==> src/design/tccs_pkg.sv <==
package tccs_pkg;

    // opcode values
    localparam logic [0:0] OP_PUT  = 1'b0;
    localparam logic [0:0] OP_READ = 1'b1;

    // control bytes
    localparam logic [7:0] CHAR_CR = 8'h0d;
    localparam logic [7:0] CHAR_LF = 8'h0a;

    typedef struct packed {
        logic [0:0] opcode;
        logic [7:0] char_code;
        logic [5:0] read_row;
        logic [6:0] read_col;
    } t_in_word;

    typedef struct packed {
        logic [7:0] read_data;
        logic [5:0] cursor_row;
        logic [6:0] cursor_col;
        logic       scrolled;
    } t_out_word;

    // controller -> datapath
    typedef struct packed {
        logic in_ready;
        logic accept;
        logic clear;
        logic scroll;
        logic emit;
        logic load_out;
    } t_ctl_cmd;

    // datapath -> controller
    typedef struct packed {
        logic sweep_last;
        logic need_scroll;
        logic out_free;
    } t_ctl_stat;

endpackage

==> src/design/tccs_ctrl.sv <==
module tccs_ctrl
    import tccs_pkg::*;
(
    input  logic      i_clk,
    input  logic      i_rst_n,
    input  logic      i_in_valid,
    input  t_ctl_stat i_stat,
    output t_ctl_cmd  o_cmd
);

    typedef enum logic [4:0] {
        ST_CLEAR  = 5'b00001,
        ST_IDLE   = 5'b00010,
        ST_SCROLL = 5'b00100,
        ST_DRAIN  = 5'b01000,
        ST_EMIT   = 5'b10000
    } t_state;

    t_state r_state;
    t_state n_state;

    always_ff @(posedge i_clk) begin
        if (!i_rst_n) begin
            r_state <= ST_CLEAR;
        end else begin
            r_state <= n_state;
        end
    end

    always_comb begin
        n_state        = r_state;
        o_cmd          = '0;
        unique case (r_state)
            ST_CLEAR: begin
                o_cmd.clear = 1'b1;
                if (i_stat.sweep_last) begin
                    n_state = ST_IDLE;
                end
            end
            ST_IDLE: begin
                o_cmd.in_ready = 1'b1;
                o_cmd.accept   = i_in_valid;
                if (i_in_valid) begin
                    n_state = i_stat.need_scroll ? ST_SCROLL : ST_EMIT;
                end
            end
            ST_SCROLL: begin
                o_cmd.scroll = 1'b1;
                if (i_stat.sweep_last) begin
                    n_state = ST_DRAIN;
                end
            end
            ST_DRAIN: begin
                n_state = ST_EMIT;
            end
            ST_EMIT: begin
                o_cmd.emit     = 1'b1;
                o_cmd.load_out = i_stat.out_free;
                if (i_stat.out_free) begin
                    n_state = ST_IDLE;
                end
            end
            default: begin
                n_state = ST_CLEAR;
            end
        endcase
    end

`ifndef SYNTH
    // a scroll sweep stays in scroll until its last cell, then hands over to the drain state, never to emit
    a_scroll_to_drain: assert property (@(posedge i_clk) disable iff (!i_rst_n)
        (r_state == ST_SCROLL && !i_stat.sweep_last) |=> (r_state == ST_SCROLL))
        else $error("scroll sweep left early");
`endif

endmodule

==> config.mk <==
export PLATFORM = sky130hd
export DESIGN_NAME = tccs_ctrl
export DESIGN_NICKNAME = d
export VERILOG_FILES = /design/src/design/tccs_pkg.sv /design/src/design/tccs_ctrl.sv
export SDC_FILE = /design/constraint.sdc
export NUM_CORES = 1
export LEC_CHECK = 0
export BUFFER_PORTS_ARGS = -buffer_cell sky130_fd_sc_hd__buf_2
export CORE_AREA = 2 2 39 41
export DETAILED_ROUTE_END_ITERATION = 8
export DIE_AREA = 0 0 41 43
export SKIP_LAST_GASP = 1
export SLEW_MARGIN = 20
export SYNTH_ARGS = -nofsm -noshare
export SYNTH_HDL_FRONTEND = slang
export SYNTH_SLANG_ARGS = --single-unit
==> constraint.sdc <==
create_clock -name i_clk -period 1.4 [get_ports i_clk]
set_input_delay 0.07 -clock i_clk [delete_from_list [all_inputs] [get_ports i_clk]]
set_output_delay 0.07 -clock i_clk [all_outputs]
set_load 0.1 [all_outputs]
After elaboration in Yosys (flattened, before gate mapping)

Index checks and enable logic that the tools add are counted.

Bits in registers: 5
Bits of input ports: 6
Output and inout port bits: 6
Word-level logic and storage cells: 21

Equal/unequal tests: 9
Mux-type cells: 10
Reductions and logical operators: 1

Operator list:

| kind                 | number |
|---|---|
| $mux W5              | 5 |
| $pmux W5 S5          | 1 |
| $ne A2 B2 Y1 const B | 4 |
| $eq A5 B1 Y1 const B | 1 |
| $eq A5 B2 Y1 const B | 1 |
| $eq A5 B3 Y1 const B | 1 |
| $eq A5 B4 Y1 const B | 1 |
| $eq A5 B5 Y1 const B | 1 |
| $mux W2              | 2 |
| $reduce_and A4 Y1    | 1 |
| $mux W1              | 2 |

Logic depth before layout (Yosys ltp)

Word-level depth: 3
Gate-level depth with buffers: 4
Depth with buffers taken out: 3

Least setup slack after synthesis

Ideal clock, no wire load.

Path kind: register to output
Start point: reg r_state[2]
End point: out o_cmd[0] in the netlist's numbering
Arrival time: 2.333 ns
Data required time: 1.330 ns
Slack: -1.003 ns
Cell stages (with the launch flop): 5
Cells stage by stage: dfxtp_1 -> buf_2 -> nor3_1 -> and3b_1 -> and2_1

RTL lines:

| item                   | line            | text |
|---|---|---|
| start, declared        | tccs_ctrl.sv:19 | `t_state r_state;` |
| start signal, assigned | tccs_ctrl.sv:26 | `r_state <= n_state;` |
| end, declared          | tccs_ctrl.sv:8  | `output t_ctl_cmd o_cmd` |

==> impl_results.md <==
* Outcome: complete, but fails checks
* Failing checks: setup timing
* Post-detailed-route wirelength per cell at roughly 14 µm
* Ratio of cells with drive above 1 in the final layout at 0.591
* Logic pwr share at 0.665
* Top cells by area, synth: dfxtp_1 (25%), a32o_1 (5.0%), and3_1 (4.7%), buf_2 (3.8%), nand3b_1 (3.8%)
* Critical path class: reg2out
* Global-route wire length before repair at 1700 µm
* CTS tree: done
* Syn Nets at 52
* Core area at 1380 µm²
* Number of synthesized register bits at 5
* Hold slack at 0.0906 ns
* Synth area leader: dfxtp_1
* Syn Std Cell Area at around 400 µm²
* Layout Nets at 73
* Routed WL at approximately 1100 µm
* Slowest cell delay on critical path at about 0.55 ns
* RSZ-0062 raised after global routing: true
* Max reg flops at 5
* IO Port Bufs at 11
* CTS H-tree depth at 1
* Routability cong. at 0.829
* Synth unique cells at 30
* Worst reg2reg path depth at 3
* Num CTS Buffers at 3
* Io pins at 12
* Synth top area share at 0.252
* CP Max Fanout at 5
* Leak at 0.000267 µW
* Max Freq at 655 MHz
* Final Hold Vio Count at 0
* Hold WC Path Type: in2reg
* Synth-to-layout area growth at 66.0%
* Min Tclk post-route at 1.53 ns
* Clk_lat worst skew at 0.24 ns
* Drc violations at 0
* Worst setup SP type: flop
* Worst EP arrival at between 1 and 1.5 ns
* Slew HR at 0.834
* Fin cells at 82
* Largest regs: r_state x5
* Final ANT Viol Nets at 0
* Largest family of logic cells by synthesized area: simple AND/OR/NAND/NOR gates
* Int Power at 641 µW
* Clk sink count at 5
* Mux share of post-synthesis cell area at 0.0283
* Final Max Tran Viols at 0
* Clock transition at path regs at 0.04 ns
* Largest net degree at the start of global routing at 10
* Power Density at 1850 nW/µm²
* Fillcell total at 140
* Global route overflow at 0
* Clock skew at 0.00134 ns
* Diode count at 0
* Syn. warnings at 0
* FF-to-FF setup slack at 0.12 ns
* Vert. Die Dim at 43 µm
* Total GRT Usage at 0.147
* Die W at 41 µm
* Detailed-placement wirelength estimate at 742 µm
* Hold Path Stages at 2
* Initial drt markers at 13
* CTS root buf: clkbuf_4
* Sequential power share at 0.194
* Net Sw Power at 580 µW
* Worst EP required at between 1 and 1.5 ns
* Post-Place Cells at 74
* Period utilisation layout at 1.09
* Die footprint at 1760 µm²
* Post-route setup TNS at -0.393 ns
* Via density at 5.28
* Switching share of power at 0.475
* Top reg by flops: r_state
* Final WS setup at -0.126 ns
* Least-Margin Pin Slew at ~0.25 ns
* Worst VDD drop at 0.724 mV
* Initial core utilization at 0.288
* Synth Area in Simple Gates at 0.469
* Routed vias at 433
* Avg Inst Size Synth at 8.65 µm²
* Critical path's slowest cell: or4b_4
* Final setup viols at 4
* Seq/Total Area, Yosys at 0.252
* Post-Syn Instances at 46
* Initial antenna violation count at 0
* Crit end category: output port
* Core Rows at 14
* Max_cap viols at 0
* Clock share of power at 0.141
* Xor/xnor share of the synthesized area at 0.0440
* Number of global-route vias before repair at 392
* Post-synthesis adder-cell area fraction at 0
* Critical-path cell list: or4b_4 > nor2_4 > buf_12
* Clock buffer depth at 2
* Pre-antenna DRT Iters at 4
* Post-synthesis compound-gate area fraction at 0.132
-- kinds of logic (layout without fill, tap and decap cells) --
logic type	count (synthesis)	in the layout
simple gates	27	27
buf+inv	5	25
xor+xnor	2	2
flops	5	5
compound gates	6	6
mux	1	1
-- cell usage after synthesis --
cell	instances
a21boi_0	1
a32o_1	2
a32oi_1	1
a41oi_1	1
and2_1	2
and3_1	3
and3b_1	1
buf_2	3
buf_6	1
dfxtp_1	5
inv_1	1
mux2_2	1
nand2_1	1
nand2b_1	1
nand3b_1	2
nand4_1	2
nand4b_1	1
nor2_1	4
nor2_4	1
nor2b_1	2
nor3_1	1
nor3b_1	1
nor4_1	1
nor4_2	1
o211ai_1	1
or2_2	1
or4b_1	1
or4b_4	1
xnor2_1	1
xor2_1	1
-- critical path: cells and delay by family, from the launching register on --
family / cells / cell delay [ns]
simple gates: 2 / 0.67
buf+inv: 1 / 0.18
flops: 1 / 0.35
-- metal layers --
metal / wire length (µm) / track usage / vias up
met5: 0 / 0 / -
met4: 39 / 0.120 / 0
met3: 54 / 0.0366 / 6
met2: 556 / 0.194 / 15
met1: 492 / 0.192 / 199
li1: - / - / 213
-- cells in the final DEF, fill, tap and decap left out, types with 2 or more instances in the layout --
master and n:
nor2_1 3, buf_12 6, nand4_1 2, and2_4 2
buf_4 8, nand3b_1 2, dfxtp_4 2, clkbuf_4 3
dfxtp_2 2, nor2b_1 2, a32o_1 2, buf_2 5
-- per-stage QoR --
stage | util | total power, µW | instance area, µm² | setup slack (ns)
3_3_place_gp | 0.426 | 1020 | 589 | 0.0734
3_5_place_dp | 0.426 | 1020 | 589 | 0.0680
6_report | 0.477 | 1220 | 661 | -0.126
2_1_floorplan | - | 745 | 413 | -0.317
4_1_cts | 0.450 | 1210 | 623 | -0.142
5_1_grt | 0.477 | 1300 | 661 | -0.164
-- power groups by stage --
| stage | logic [µW] | registers [µW] | clock network [µW] |
|---|---|---|---|
| after detailed placement | 789 | 231 | 0 |
| after global placement | 788 | 232 | 0 |
| after global routing | 860 | 241 | 196 |
| after floorplan | 554 | 192 | 0 |
| final | 812 | 237 | 172 |
| after CTS | 793 | 231 | 181 |
-- worst paths after layout --
kind                     end       start
setup / recovery    o_cmd[2]  r_state[4]
hold / removal    r_state[3]   i_stat[2]
setup reg to reg  r_state[0]  r_state[4]
hold reg to reg   r_state[2]  r_state[3]
-- final cells by class --
cell class	count	area [µm²]	area share
inverter	1	3.75	0.00568
clock buffer	4	26.3	0.0398
multi-input combinational	36	290	0.439
tap	16	20.0	0.0303
sequential	5	110	0.167
timing repair buffer	20	210	0.318
-- repair_timing --
item                       in CTS  in global routing
setup buffers                   0                  4
setup endpoints to repair       5                  6
resized for setup               5                  3
hold buffers                    0                  0
No activity file was read; power rests on OpenSTA's default activity.
